File: src/rtl/sstt_pkg.sv
`default_nettype none

package sstt_pkg;

   // command codes
   localparam logic [1:0] CMD_PRESENT = 2'd0;
   localparam logic [1:0] CMD_SCAN    = 2'd1;
   localparam logic [1:0] CMD_TAKE    = 2'd2;

   // result event codes
   localparam logic [1:0] EV_READY  = 2'd0;
   localparam logic [1:0] EV_TAKEN  = 2'd1;
   localparam logic [1:0] EV_ABSENT = 2'd2;

   // register indexes
   localparam logic REG_TIMEOUT = 1'b0;
   localparam logic REG_MIN     = 1'b1;

   localparam logic [15:0] TIMEOUT_RESET = 16'd30;
   localparam logic [15:0] MIN_RESET     = 16'd30;

   // most ready results one scan may report
   localparam int          CNT_W       = 5;
   localparam logic [4:0]  MAX_RESULTS = 5'd16;

   typedef struct packed {
      logic [1:0]  command;
      logic [3:0]  source_id;
      logic [31:0] frame_index;
   } req_type;

   typedef struct packed {
      logic [1:0]  event_res;
      logic [3:0]  session_id;
      logic [15:0] session_frames;
      logic        last_of_run;
   } rsp_type;

   typedef enum logic [2:0] {
      ST_IDLE,
      ST_PRES_RD,
      ST_PRES_WR,
      ST_TAKE_RD,
      ST_TAKE_OUT,
      ST_SCAN_RD,
      ST_SCAN_CHK,
      ST_SCAN_END
   } state_type;

   typedef struct packed {
      logic latch;          // capture the request
      logic scan_clear;     // restart pointer, count and pending result
      logic use_scan_addr;  // table read at the scan pointer
      logic pres_write;     // update the entry for present
      logic take_out;       // close the entry and report for take
      logic scan_check;     // judge the entry at the scan pointer
      logic scan_advance;   // step the scan pointer
      logic scan_end;       // flush the pending ready result
   } ctrl_cmd_type;

   typedef struct packed {
      logic scan_last;      // scan pointer at the final slot
   } ctrl_status_type;

endpackage

`default_nettype wire

File: src/rtl/sstt_csr.sv
`default_nettype none

module sstt_csr (
   input  wire logic        clock,
   input  wire logic        reset,
   input  wire logic        psel,
   input  wire logic        penable,
   input  wire logic        pwrite,
   input  wire logic [2:0]  paddr,
   input  wire logic [31:0] pwdata,
   output logic [31:0]      prdata,
   output logic             pready,
   output logic [15:0]      timeout_frames,
   output logic [15:0]      min_frames
);
   import sstt_pkg::*;

   logic [15:0] timeout_ff, timeout_in;
   logic [15:0] min_ff, min_in;
   logic        wr_en;

   assign pready = 1'b1;
   assign wr_en  = psel && penable && pwrite && pready;

   always_comb begin
      timeout_in = timeout_ff;
      min_in     = min_ff;
      if (wr_en) begin
         unique case (paddr[2])
            REG_TIMEOUT: timeout_in = pwdata[15:0];
            REG_MIN:     min_in     = pwdata[15:0];
            default:     ;
         endcase
      end
   end

   always_ff @(posedge clock) begin
      if (reset) begin
         timeout_ff <= TIMEOUT_RESET;
         min_ff     <= MIN_RESET;
      end else begin
         timeout_ff <= timeout_in;
         min_ff     <= min_in;
      end
   end

   always_comb begin
      unique case (paddr[2])
         REG_TIMEOUT: prdata = {16'd0, timeout_ff};
         REG_MIN:     prdata = {16'd0, min_ff};
         default:     prdata = 32'd0;
      endcase
   end

   // paddr[1:0] select bytes within a word and are not decoded
   logic unused_addr;
   assign unused_addr = ^paddr[1:0];

   assign timeout_frames = timeout_ff;
   assign min_frames     = min_ff;

endmodule

`default_nettype wire

File: src/rtl/sstt_ctrl.sv
`default_nettype none

module sstt_ctrl (
   input  wire logic                      clock,
   input  wire logic                      reset,
   input  wire logic                      start,
   input  wire logic [1:0]                req_command,
   input  wire sstt_pkg::ctrl_status_type status,
   output sstt_pkg::ctrl_cmd_type         cmd,
   output logic                           busy
);
   import sstt_pkg::*;

   state_type state_ff, state_in;

   always_ff @(posedge clock) begin
      if (reset) begin
         state_ff <= ST_IDLE;
      end else begin
         state_ff <= state_in;
      end
   end

   always_comb begin
      state_in = state_ff;
      unique case (state_ff)
         ST_IDLE: begin
            if (start) begin
               case (req_command)
                  CMD_PRESENT: state_in = ST_PRES_RD;
                  CMD_SCAN:    state_in = ST_SCAN_RD;
                  CMD_TAKE:    state_in = ST_TAKE_RD;
                  default:     state_in = ST_IDLE;
               endcase
            end
         end
         ST_PRES_RD:  state_in = ST_PRES_WR;
         ST_PRES_WR:  state_in = ST_IDLE;
         ST_TAKE_RD:  state_in = ST_TAKE_OUT;
         ST_TAKE_OUT: state_in = ST_IDLE;
         ST_SCAN_RD:  state_in = ST_SCAN_CHK;
         ST_SCAN_CHK: state_in = status.scan_last ? ST_SCAN_END : ST_SCAN_RD;
         ST_SCAN_END: state_in = ST_IDLE;
         default:     state_in = ST_IDLE;
      endcase
   end

   always_comb begin
      cmd  = '0;
      busy = 1'b1;
      unique case (state_ff)
         ST_IDLE: begin
            busy           = 1'b0;
            cmd.latch      = start;
            cmd.scan_clear = start && (req_command == CMD_SCAN);
         end
         ST_PRES_WR:  cmd.pres_write = 1'b1;
         ST_TAKE_OUT: cmd.take_out   = 1'b1;
         ST_SCAN_RD:  cmd.use_scan_addr = 1'b1;
         ST_SCAN_CHK: begin
            cmd.scan_check   = 1'b1;
            cmd.scan_advance = !status.scan_last;
         end
         ST_SCAN_END: cmd.scan_end = 1'b1;
         default:     ;
      endcase
   end

endmodule

`default_nettype wire

File: src/rtl/sstt_datapath.sv
`default_nettype none

module sstt_datapath #(
   parameter int NUM_SOURCES = 16
) (
   input  wire logic                   clock,
   input  wire logic                   reset,
   input  wire sstt_pkg::req_type      req_item,
   input  wire sstt_pkg::ctrl_cmd_type cmd,
   input  wire logic [15:0]            timeout_frames,
   input  wire logic [15:0]            min_frames,
   output sstt_pkg::ctrl_status_type   status,
   output logic                        rsp_valid,
   output sstt_pkg::rsp_type           rsp_item
);
   import sstt_pkg::*;

   localparam int IDX_W  = (NUM_SOURCES > 1) ? $clog2(NUM_SOURCES) : 1;
   localparam int EXT_W  = (IDX_W > 4) ? IDX_W : 4;
   localparam logic [IDX_W-1:0] LAST_SLOT = IDX_W'(NUM_SOURCES - 1);
   localparam logic [8:0]       NUM_SLOTS = 9'(NUM_SOURCES);

   // request held for the whole command
   req_type req_ff;

   // per-slot flags in flip-flops, session data in a small memory
   logic [NUM_SOURCES-1:0] valid_ff, valid_in;
   logic [NUM_SOURCES-1:0] queued_ff, queued_in;
   logic [31:0]            ls_mem [NUM_SOURCES];
   logic [15:0]            ft_mem [NUM_SOURCES];
   logic [31:0]            ls_rd_ff;
   logic [15:0]            ft_rd_ff;

   logic [IDX_W-1:0] scan_ptr_ff, scan_ptr_in;
   logic [CNT_W-1:0] cnt_ff, cnt_in;
   logic             pend_valid_ff, pend_valid_in;
   logic [3:0]       pend_id_ff, pend_id_in;
   logic [15:0]      pend_frames_ff, pend_frames_in;

   logic    rsp_valid_ff, rsp_valid_in;
   rsp_type rsp_ff, rsp_in;

   logic [EXT_W-1:0] sid_ext, ptr_ext;
   logic [IDX_W-1:0] req_slot, rd_addr;
   logic             in_range, req_valid;
   logic [15:0]      ft_new;
   logic [32:0]      limit;
   logic             expired, longer, hit, drop;

   assign sid_ext   = EXT_W'(req_ff.source_id);
   assign req_slot  = sid_ext[IDX_W-1:0];
   assign in_range  = {5'd0, req_ff.source_id} < NUM_SLOTS;
   assign req_valid = in_range && valid_ff[req_slot];
   assign ptr_ext   = EXT_W'(scan_ptr_ff);
   assign rd_addr   = cmd.use_scan_addr ? scan_ptr_ff : req_slot;

   // saturating frame count, restarting at one for a new session
   assign ft_new = !req_valid          ? 16'd1 :
                   (ft_rd_ff == 16'hFFFF) ? ft_rd_ff : ft_rd_ff + 16'd1;

   // idle test without wrap
   assign limit   = 33'(ls_rd_ff) + 33'(timeout_frames);
   assign expired = valid_ff[scan_ptr_ff] && ({1'b0, req_ff.frame_index} > limit);
   assign longer  = ft_rd_ff > min_frames;
   assign hit     = cmd.scan_check && expired && longer && !queued_ff[scan_ptr_ff]
                    && (cnt_ff < MAX_RESULTS);
   assign drop    = cmd.scan_check && expired && !longer;

   always_ff @(posedge clock) begin
      if (cmd.latch) begin
         req_ff <= req_item;
      end
   end

   always_ff @(posedge clock) begin
      if (cmd.pres_write && in_range) begin
         ls_mem[req_slot] <= req_ff.frame_index;
         ft_mem[req_slot] <= ft_new;
      end
      ls_rd_ff <= ls_mem[rd_addr];
      ft_rd_ff <= ft_mem[rd_addr];
   end

   always_comb begin
      valid_in  = valid_ff;
      queued_in = queued_ff;
      if (cmd.pres_write && in_range) begin
         valid_in[req_slot] = 1'b1;
         if (!valid_ff[req_slot]) begin
            queued_in[req_slot] = 1'b0;
         end
      end
      if (cmd.take_out && req_valid) begin
         valid_in[req_slot]  = 1'b0;
         queued_in[req_slot] = 1'b0;
      end
      if (hit) begin
         queued_in[scan_ptr_ff] = 1'b1;
      end
      if (drop) begin
         valid_in[scan_ptr_ff]  = 1'b0;
         queued_in[scan_ptr_ff] = 1'b0;
      end
   end

   // a ready result waits in the pending slot until the next one, or the
   // end of the scan, shows whether it closes the run
   always_comb begin
      scan_ptr_in    = scan_ptr_ff;
      cnt_in         = cnt_ff;
      pend_valid_in  = pend_valid_ff;
      pend_id_in     = pend_id_ff;
      pend_frames_in = pend_frames_ff;
      rsp_valid_in   = 1'b0;
      rsp_in         = rsp_ff;
      if (cmd.scan_clear) begin
         scan_ptr_in   = '0;
         cnt_in        = '0;
         pend_valid_in = 1'b0;
      end
      if (cmd.scan_advance) begin
         scan_ptr_in = scan_ptr_ff + 1'b1;
      end
      if (hit) begin
         if (pend_valid_ff) begin
            rsp_valid_in          = 1'b1;
            rsp_in.event_res      = EV_READY;
            rsp_in.session_id     = pend_id_ff;
            rsp_in.session_frames = pend_frames_ff;
            rsp_in.last_of_run    = 1'b0;
         end
         pend_valid_in  = 1'b1;
         pend_id_in     = ptr_ext[3:0];
         pend_frames_in = ft_rd_ff;
         cnt_in         = cnt_ff + 1'b1;
      end
      if (cmd.scan_end && pend_valid_ff) begin
         rsp_valid_in          = 1'b1;
         rsp_in.event_res      = EV_READY;
         rsp_in.session_id     = pend_id_ff;
         rsp_in.session_frames = pend_frames_ff;
         rsp_in.last_of_run    = 1'b1;
         pend_valid_in         = 1'b0;
      end
      if (cmd.take_out) begin
         rsp_valid_in          = 1'b1;
         rsp_in.event_res      = req_valid ? EV_TAKEN : EV_ABSENT;
         rsp_in.session_id     = req_ff.source_id;
         rsp_in.session_frames = req_valid ? ft_rd_ff : 16'd0;
         rsp_in.last_of_run    = 1'b1;
      end
   end

   always_ff @(posedge clock) begin
      if (reset) begin
         valid_ff      <= '0;
         queued_ff     <= '0;
         scan_ptr_ff   <= '0;
         cnt_ff        <= '0;
         pend_valid_ff <= 1'b0;
         rsp_valid_ff  <= 1'b0;
      end else begin
         valid_ff      <= valid_in;
         queued_ff     <= queued_in;
         scan_ptr_ff   <= scan_ptr_in;
         cnt_ff        <= cnt_in;
         pend_valid_ff <= pend_valid_in;
         rsp_valid_ff  <= rsp_valid_in;
      end
   end

   always_ff @(posedge clock) begin
      pend_id_ff     <= pend_id_in;
      pend_frames_ff <= pend_frames_in;
      rsp_ff         <= rsp_in;
   end

   assign status.scan_last = (scan_ptr_ff == LAST_SLOT);
   assign rsp_valid        = rsp_valid_ff;
   assign rsp_item         = rsp_ff;

endmodule

`default_nettype wire

File: src/rtl/source_session_timeout_tracker.sv
`default_nettype none

// per-source session tracker
// command channel: a transfer on req_item is taken at a clock edge with start
// high and busy low; busy stays high until the command has finished
//   present: opens the slot's session if needed, counts one frame
//     (saturating) and records frame_index as last seen; no result
//   take: closes the slot and returns one result, taken or absent,
//     whose rsp_valid strobe comes after take_rd and take_out, via the result register
//   scan: visits every slot in ascending order, with states scan_rd and
//     scan_chk per slot for the registered read of the session memory; each
//     newly ended session above min_frames gives a ready result, at most 16
//   any other command is dropped and the block stays idle
// result channel: each result is on rsp_item for exactly one cycle with
// rsp_valid high; last_of_run marks the final result of a command; the
// receiver has no back-pressure, the final strobe may overlap the next accept
// reset (synchronous, active high) closes every session and loads both
// registers with 30; session data needs no clearing pass
// registers (APB): timeout_frames at 0x0, min_frames at 0x4, written only idle by the user, unenforced

module source_session_timeout_tracker #(
   parameter int NUM_SOURCES = 16
) (
   input  wire logic              clock,
   input  wire logic              reset,
   // command channel
   input  wire logic              start,
   output logic                   busy,
   input  wire sstt_pkg::req_type req_item,
   // result channel
   output logic                   rsp_valid,
   output sstt_pkg::rsp_type      rsp_item,
   // register port
   input  wire logic              psel,
   input  wire logic              penable,
   input  wire logic              pwrite,
   input  wire logic [2:0]        paddr,
   input  wire logic [31:0]       pwdata,
   output logic [31:0]            prdata,
   output logic                   pready
);
   import sstt_pkg::*;

   ctrl_cmd_type    ctrl_cmd;
   ctrl_status_type ctrl_status;
   logic [15:0]     timeout_frames;
   logic [15:0]     min_frames;

   // configuration registers
   sstt_csr u_csr (
      .clock          (clock),
      .reset          (reset),
      .psel           (psel),
      .penable        (penable),
      .pwrite         (pwrite),
      .paddr          (paddr),
      .pwdata         (pwdata),
      .prdata         (prdata),
      .pready         (pready),
      .timeout_frames (timeout_frames),
      .min_frames     (min_frames)
   );

   // sequencer for the three commands
   sstt_ctrl u_ctrl (
      .clock       (clock),
      .reset       (reset),
      .start       (start),
      .req_command (req_item.command),
      .status      (ctrl_status),
      .cmd         (ctrl_cmd),
      .busy        (busy)
   );

   // session table, scan datapath and result register
   sstt_datapath #(
      .NUM_SOURCES (NUM_SOURCES)
   ) u_datapath (
      .clock          (clock),
      .reset          (reset),
      .req_item       (req_item),
      .cmd            (ctrl_cmd),
      .timeout_frames (timeout_frames),
      .min_frames     (min_frames),
      .status         (ctrl_status),
      .rsp_valid      (rsp_valid),
      .rsp_item       (rsp_item)
   );

   // a result only follows work on a command in progress
   assert property (@(posedge clock) disable iff (reset)
      rsp_valid |-> $past(busy))
      else $error("result strobe without a command in progress");

   // a take answers after its transfer, through take_rd, take_out and the result register, closing the run
   assert property (@(posedge clock) disable iff (reset)
      (start && !busy && (req_item.command == CMD_TAKE))
         |-> ##3 (rsp_valid && rsp_item.last_of_run))
      else $error("take did not produce its single result");

   // a present gives no result
   assert property (@(posedge clock) disable iff (reset)
      (start && !busy && (req_item.command == CMD_PRESENT)) |-> ##3 !rsp_valid)
      else $error("present produced a result");

   // only scan results may be followed by more of the same run
   assert property (@(posedge clock) disable iff (reset)
      (rsp_valid && (rsp_item.event_res != EV_READY)) |-> rsp_item.last_of_run)
      else $error("take result not marked last of run");

endmodule

`default_nettype wire
File: config.mk
export PLATFORM = sky130hd
export DESIGN_NAME = source_session_timeout_tracker
export DESIGN_NICKNAME = d
export VERILOG_FILES = /design/src/rtl/sstt_pkg.sv /design/src/rtl/sstt_csr.sv /design/src/rtl/sstt_ctrl.sv /design/src/rtl/sstt_datapath.sv /design/src/rtl/source_session_timeout_tracker.sv
export SDC_FILE = /design/constraint.sdc
export NUM_CORES = 1
export LEC_CHECK = 0
export ABC_AREA = 1
export BUFFER_PORTS_ARGS = -buffer_cell sky130_fd_sc_hd__clkbuf_2
export CAP_MARGIN = 25
export CORE_ASPECT_RATIO = 1.4
export CORE_MARGIN = 2
export CORE_UTILIZATION = 50
export DETAILED_ROUTE_END_ITERATION = 8
export PLACE_DENSITY = 0.67
export SYNTH_ARGS = -nofsm -noshare
export SYNTH_HDL_FRONTEND = slang
export SYNTH_SLANG_ARGS = --single-unit
File: constraint.sdc
create_clock -name clock -period 10.3 [get_ports clock]
set_clock_uncertainty 0.1 [all_clocks]
set_input_delay 2.06 -clock clock [delete_from_list [all_inputs] [get_ports clock]]
set_output_delay 2.06 -clock clock [all_outputs]
set_load 0.01 [all_outputs]
==> metrics.md, run 1 <==
| Metric | Value |
|---|---|
| Status | completed |
| Setup bufs post-CTS | 0 |
| Hold Vio Cnt, Final | 0 |
| Root buf cell | clkbuf_16 |
| Reg2Reg Launch Point | u_csr.timeout_frames[2] |
| Total GRT Usage | 24.5% |
| Gr ovfl total | 0 |
| Syn_area_per_cell | 12.0 um2 |
| Starting Density | 50.2% |
| Htree depth | 3 |
| Pwr Total | ~8.9 mW |
| Post_cts resized | 0 |
| Final setup vio count | 0 |
| Worst EP required | 10.41 ns |
| Worst Hold Class | reg -> reg |
| Final ANT Viol Nets | 0 |
| Hold path start | u_datapath.rsp_item[0] |
| Switching power | 2.25 mW |
| Max incr delay on CP | 0.64 ns |
| # rows | 123 |
| CP Max Fanout | 41 |
| CTS Buf Count | 89 |
| CTS sink count | 973 |
| Data arrival, critical path | 6.89 ns |
| Synth Flop Type | edfxtp_1 |
| Synth unique cells | 48 |
| Routed wire length | just over 100000 um |
| Final Cycle Share | 65.9% |
| Die H | 339 um |
| Maximum clock rate | ~150 MHz |
| Fillers | 6532 |
| Power Density | 201 nW/um2 |
| Routed WL per cell | 22.6 um |
| Worst skew pair latency | 0.65 ns |
| Share of cells above drive strength 1 | 9.59% |
| Critical path launch point type | flip-flop |
| First-pass GRT wire length | 154000 um |
| Worst setup EP type | flip-flop |
| Hpwl dp | 55100 um |
| Gpl congestion | 0.964 |
| Via density | 5.93 |
| Most frequent CP cell | nand2_1 |
| Initial antenna violation count | 0 |
| Total negative slack | 0 ns |
| Final Max Tran Viols | 0 |
| Post-synth EDFFs | approximately 850 |
| Mapped Cells | around 3400 |
| Largest net degree at the start of global routing | 206 |
| Slew margin rel. | 20.4% |
| Die Wd | 244 um |
| Vias in the first global route | about 26000 |
| Count of hold-fix buffers inserted at cts | 0 |
| Ys Warns | 0 |
| Flop pwr share | 51.5% |
| Diodes inserted | 0 |
| Worst slew pin tran | 1.19 ns |
| Yosys reg bits | 973 |
| Io pins | between 100 and 150 |
| CP Class | reg -> reg |
| RSZ-0062 raised after global routing | false |
| Post-Syn Area | 40200 um2 |
| Critical-path top delay cell | nand3_2 |
| Pre-Repair DR Iteration Count | 6 |
| Clock network power share | between 30% and 40% |
| P_leak | approximately 15 nW |
| CP cell instances | ha_1 -> a21oi_1 -> nand2_1 -> a21oi_1 -> nor2_1 -> o22ai_1 -> o21ai_0 -> a21boi_1 -> nor2_1 -> xnor2_1 -> ha_1 -> nand2_1 -> inv_1 -> o21ai_0 -> nand2_1 -> a221oi_1 -> nor2_1 -> nor2_1 -> nand3_2 -> nand3_4 -> clkinv_2 -> nand2_1 -> nand2_1 |
| Worst VDD drop | 0.000130 V |
| Register area share after synthesis | a little over two thirds |
| Core area | roughly 80000 um2 |
| CTS tree | built |
| Post-synthesis async set-or-reset flop share | 0% |
| Comb pwr share | 10.9% |
| Critical Path Source | u_csr.timeout_frames[2] |
| Util after Layout | 55.7% |
| Switch share | between 20% and 30% |
| Minimum clock period | 6.79 ns |
| Die area | between 80000 and 90000 um2 |
| Final net count | 3539 |
| Area delta synth->final | 11.0% |
| Clk buf depth | 3 |
| Initial DRC Count | 2663 |
| DR DRC count | 0 |
| Via count | 26800 |
| Power Internal | 6.69 mW |
| Clock transition at path regs | 0.06 ns |
| Input/output buffers | a little over 100 |
| Max_cap viols | 0 |
## routing by layer
layer | part of all wire [%] | track usage [%]
met1 | 40 | 31.5
met2 | 49 | 41.9
met3 | 6.7 | 2.91
met4 | 4.1 | 10.7
met5 | 0 | 0
## cells in the final DEF, fill, tap and decap left out, types with 52 or more instances in the layout
cell type  Yosys  final
clkbuf_16      0     91
nor2_1       545    543
clkbuf_2       0    101
a21oi_1       97     97
nand3_1      141    141
nand2_1      284    284
o221ai_1     158    158
o211ai_1      52     52
dfxtp_1      127    127
ha_1          70     70
inv_1        139    121
o21ai_0      467    466
edfxtp_1     846    846
## cell families after synthesis
kind of cell / Yosys count / share of synthesized area [%]
adders and majority gates: 71 / 2.23
and+or+nand+nor: 1061 / 11.0
DFF: 973 / 69.6
buffers and inverters: 360 / 3.65
other: 2 / 0.0187
xor gates and xnor gates: 38 / 0.829
AOI/OAI and AO/OA: 845 / 12.7
## worst max-delay path: cells and delay by family (launching register included)
kind	cells	cell delay (ns)
AO/OA/AOI/OAI	7	1.67
XOR/XNOR	1	0.16
adder cells (fa/ha/maj)	2	0.62
buffers and inverters	2	0.65
flip-flops	1	0.47
AND/OR/NAND/NOR	11	2.61
## cell type report
cell class | count | area [um2] | share of cell area [%]
flip-flops and latches | 973 | 27900 | 62.7
repair buffers | 148 | 887 | 1.99
inverters | 145 | 578 | 1.30
multi-input cells | 2032 | 10900 | 24.4
clock inverters | 43 | 517 | 1.16
well taps | 1062 | 1330 | 2.98
clock buffers | 121 | 2450 | 5.50
## power groups by stage
stage | sequential [mW] | combinational (mW) | clock (mW)
5_1_grt | 4.61 | 1.08 | 3.56
4_1_cts | 4.60 | 0.969 | 3.41
6_report | 4.61 | 0.971 | 3.36
3_3_place_gp | 4.68 | 0.944 | 0
2_1_floorplan | 4.61 | 0.666 | 0
3_5_place_dp | 4.69 | 0.964 | 0
## cells in the mapped netlist, types with 2 or more instances
library cell	instances	area share, %
o211ai_1	52	0.97
buf_6	2	0.056
nand3_1	141	1.8
inv_1	139	1.3
o221ai_1	158	3.4
o21bai_1	5	0.093
ha_1	70	2.2
nand2_1	284	2.7
a21oi_1	97	1.2
inv_2	3	0.028
xor2_1	20	0.44
nor3_1	16	0.20
buf_4	18	0.34
buf_1	10	0.093
a221oi_1	5	0.11
nor2_1	545	5.1
xnor2_1	18	0.39
o22ai_1	48	0.75
and3_1	2	0.031
a31oi_1	2	0.031
a31o_2	2	0.044
dfxtp_1	127	6.3
clkinv_1	2	0.019
o21ai_0	467	5.8
nand2_2	3	0.047
buf_2	26	0.32
edfxtp_1	846	63
nand3_2	12	0.30
o21ai_1	2	0.025
conb_1	2	0.019
nand4_1	48	0.75
nor4_1	4	0.062
clkbuf_1	159	1.5
## state kept, by name, summed over array words and instances (netlist names), 3 cells and up
| name | flops |
|---|---|
| u_datapath.rsp_item | 23 |
| u_datapath.ls_rd_ff | 32 |
| u_datapath.ft_rd_ff | 16 |
| u_datapath.valid_ff | 16 |
| u_csr.min_frames | 16 |
| u_ctrl.state_ff | 3 |
| u_datapath.ft_mem | 256 |
| u_csr.timeout_frames | 16 |
| u_datapath.req_ff | 32 |
| u_datapath.req_slot | 4 |
| u_datapath.queued_ff | 16 |
| u_datapath.cnt_ff | 5 |
| u_datapath.ls_mem | 512 |
| u_datapath.ptr_ext | 4 |
| u_datapath.pend_frames_ff | 16 |
| u_datapath.pend_id_ff | 4 |
## path summary, 6_finish.rpt
kind         cells after the start                      to  slack (ns)
min reg2reg                      2  u_datapath.rsp_item[0]        0.35
max                             23  u_datapath.rsp_item[6]        3.51
max reg2reg                     23  u_datapath.rsp_item[6]        3.51
min                              2  u_datapath.rsp_item[0]        0.35
## per-stage QoR
stage          hold WS (ns)  instance area (um2)  setup slack, ns  std cells
2_1_floorplan         0.350                40200             5.52       3365
3_3_place_gp          0.337                41600             3.64       4359
3_5_place_dp          0.343                41600             3.60       4360
4_1_cts               0.355                44600             3.55       4524
5_1_grt               0.397                44600             2.93       4524
6_report              0.351                44600             3.51       4524
(Power assumes the default switching activity.)
==> inputs of run 2 (changes only) <==
--- a/config.mk
+++ b/config.mk
@@ -12,7 +12,7 @@
 export CORE_MARGIN = 2
 export CORE_UTILIZATION = 50
 export DETAILED_ROUTE_END_ITERATION = 8
-export PLACE_DENSITY = 0.67
+export PLACE_DENSITY = 0.7
 export SYNTH_ARGS = -nofsm -noshare
 export SYNTH_HDL_FRONTEND = slang
 export SYNTH_SLANG_ARGS = --single-unit
==> constraint.sdc (replaced) <==
create_clock -name clock -period 5.86 [get_ports clock]
set_clock_uncertainty 0.1 [all_clocks]
set_input_delay 1.172 -clock clock [delete_from_list [all_inputs] [get_ports clock]]
set_output_delay 1.172 -clock clock [all_outputs]
set_load 0.01 [all_outputs]
==> run 2 against run 1 <==
  * Total power increased by 77%
  * Die area unchanged
  * Fmax increased by 26%
  * Cell count increased by 0.22%
  * Clock power increased by 78%
  * Flip-flop and latch count unchanged
  * Clock-buffer cell count increased by 1
  * Worst hold slack improved by 0.0043 ns
  * Final area increased by 0.38%
  * Highest routed layer unchanged
==> metrics.md, run 2 (synthesized netlist as in run 1, its figures left out) <==
| Metric | Value |
|---|---|
| Status | completed |
| Final setup vio count | 0 |
| Starting Density | roughly half |
| # rows | 123 |
| Final Cycle Share | between 90 and 100% |
| Worst setup EP type | flip-flop |
| Via count | 27200 |
| Post_cts resized | 0 |
| CP cell instances | ha_1 -> a21oi_1 -> nand2_1 -> a21oi_1 -> nor2_1 -> o22ai_1 -> o21ai_0 -> a21boi_1 -> nor3_1 -> nand2_1 -> xor2_1 -> ha_1 -> nand4_1 -> nor4_1 -> nand3_1 -> nor3_1 -> a21oi_4 -> nand3_4 -> clkinv_2 -> nand2_1 -> nand2_1 -> buf_4 |
| Final ANT Viol Nets | 0 |
| Pre-Repair DR Iteration Count | 6 |
| Hold Path End | u_datapath.rsp_item[0] |
| Data arrival, critical path | 5.70 ns |
| Worst skew pair latency | 0.67 ns |
| Hold depth | 2 |
| Hpwl dp | around 57000 um |
| Vias in the first global route | 26400 |
| Power Internal | 11.8 mW |
| Hold path start | u_datapath.rsp_item[0] |
| Flop pwr share | 51.2% |
| Hold Vio Cnt, Final | 0 |
| Critical path launch point type | flip-flop |
| Clk buf depth | 3 |
| Die Wd | approximately 240 um |
| Largest reg by FF count | u_datapath.ls_mem |
| Via density | 6.01 |
| Total negative slack | 0 ns |
| RSZ-0062 raised after global routing | false |
| Biggest regs | u_datapath.ls_mem x512, u_datapath.ft_mem x256 |
| Diodes inserted | 0 |
| CP Max Fanout | 16 |
| Die area | around 83000 um2 |
| P_leak | 15.4 nW |
| Routed WL per cell | around 23 um |
| Setup ws final | 0.460 ns |
| Io pins | 137 |
| Initial antenna violation count | 0 |
| Final Max Tran Viols | 0 |
| Setup WS pre-CTS | 0.590 ns |
| Worst slew pin tran | 1.12 ns |
| Worst reg-to-reg setup slack | 0.46 ns |
| Slew margin rel. | 25.0% |
| Largest net degree at the start of global routing | 193 |
| Die H | 339 um |
| FF-to-FF End | u_datapath.rsp_item[21] |
| Worst VDD drop | 0.000248 V |
| Max incr delay on CP | 0.50 ns |
| Gr ovfl total | 0 |
| CTS Buf Count | 89 |
| Area delta synth->final | 11.4% |
| Switch share | approximately a quarter |
| Reg2Reg Launch Point | u_csr.timeout_frames[2] |
| Input/output buffers | 101 |
| First-pass GRT wire length | between 150000 and 200000 um |
| Pwr Total | between 15 and 20 mW |
| Worst Hold Class | reg -> reg |
| Power Density | 354 nW/um2 |
| Most frequent CP cell | nand2_1 |
| Final net count | 3546 |
| Clock network power share | 37.7% |
| Total GRT Usage | 25.4% |
| Switching power | slightly above 4 mW |
| Most frequent cells in the layout | 846 x edfxtp_1, 543 x nor2_1, 466 x o21ai_0 |
| Commonest non-fill, non-tap cell in the layout | edfxtp_1 |
| Initial DRC Count | 2949 |
| Core area | ~80000 um2 |
| Max_cap viols | 0 |
| Root buf cell | clkbuf_16 |
| Setup bufs post-CTS | 0 |
| Share of cells above drive strength 1 | 9.82% |
| CTS sink count | between 900 and 1000 |
| Comb pwr share | 11.1% |
| Clock transition at path regs | 0.06 ns |
| Maximum clock rate | 185 MHz |
| DR DRC count | 0 |
| Routed wire length | 106000 um |
| CTS tree | built |
| Htree depth | 3 |
| Worst EP required | 6.16 ns |
| CP Class | reg -> reg |
| Cells on worst reg2reg path | 22 |
| Gpl congestion | 0.942 |
| Count of hold-fix buffers inserted at cts | 0 |
| Minimum clock period | approximately 5.4 ns |
| Largest register FFs | 512 |
| Critical-path top delay cell | dfxtp_1 |
==> run 2: changes by cell type in the layout (fill, tap and decap cells not counted), moves of 3 or more <==
cell / change
clkbuf_1: -5
clkinv_1: +5
clkinv_2: -5
buf_12: +4
clkbuf_8: +4
clkinvlp_4: +3
==> run 2: through the flow <==
stage	hold slack, ns	std cells	utilization (%)	instance area [um2]
5_1_grt	0.379	4534	55.9	44700
4_1_cts	0.352	4533	55.9	44700
2_1_floorplan	0.350	3365	-	40200
6_report	0.355	4534	55.9	44700
3_3_place_gp	0.334	4364	52.1	41700
3_5_place_dp	0.340	4366	52.1	41700
==> run 2: power by group through the flow <==
stage | clock (mW) | combinational (mW) | sequential [mW]
final | 5.97 | 1.76 | 8.10
after global routing | 6.29 | 1.94 | 8.12
after CTS | 6.02 | 1.74 | 8.10
after detailed placement | 0 | 1.72 | 8.24
after global placement | 0 | 1.68 | 8.24
after floorplan | 0 | 1.17 | 8.11
==> run 2: area by class of cell <==
cell class / instances / area, um2
tap: 1062 / 1330
multi-input combinational: 2032 / 10900
clock inverter: 45 / 463
timing repair buffer: 155 / 1030
inverter: 145 / 578
fill: 6457 / 35300
clock buffer: 122 / 2540
sequential: 973 / 27900
==> run 2: how the worst max path moves through the flow <==
stage,start,end,slack [ns],cells past startpoint
3_3_place_gp,u_csr.timeout_frames[2],u_datapath.rsp_item[13],0.65,22
2_1_floorplan,u_csr.timeout_frames[2],u_datapath.rsp_item[10],1.51,21
4_1_cts,u_csr.timeout_frames[2],u_datapath.rsp_item[21],0.56,22
5_1_grt,u_csr.timeout_frames[2],u_datapath.rsp_item[21],0.19,22
3_5_place_dp,u_csr.timeout_frames[2],u_datapath.rsp_item[4],0.59,22
6_report,u_csr.timeout_frames[2],u_datapath.rsp_item[21],0.46,22
==> run 2: per-layer routing <==
layer / part of all wire [%] / track usage, % / up-vias
met5: 0 / 0 / -
met4: 3.4 / 10.6 / 0
met3: 7.1 / 3.22 / 219
met2: 49 / 42.7 / 1214
met1: 40 / 33.5 / 13400
li1: - / - / 12400
==> run 2: worst max-delay path: cells and delay by family, from the launching register on <==
| family | cells | cell delay [ns] |
|---|---|---|
| compound gates | 6 | 1.47 |
| xor+xnor | 1 | 0.07 |
| fa+ha+maj | 2 | 0.67 |
| buf+inv | 2 | 0.35 |
| flops | 1 | 0.50 |
| simple gates | 11 | 1.95 |
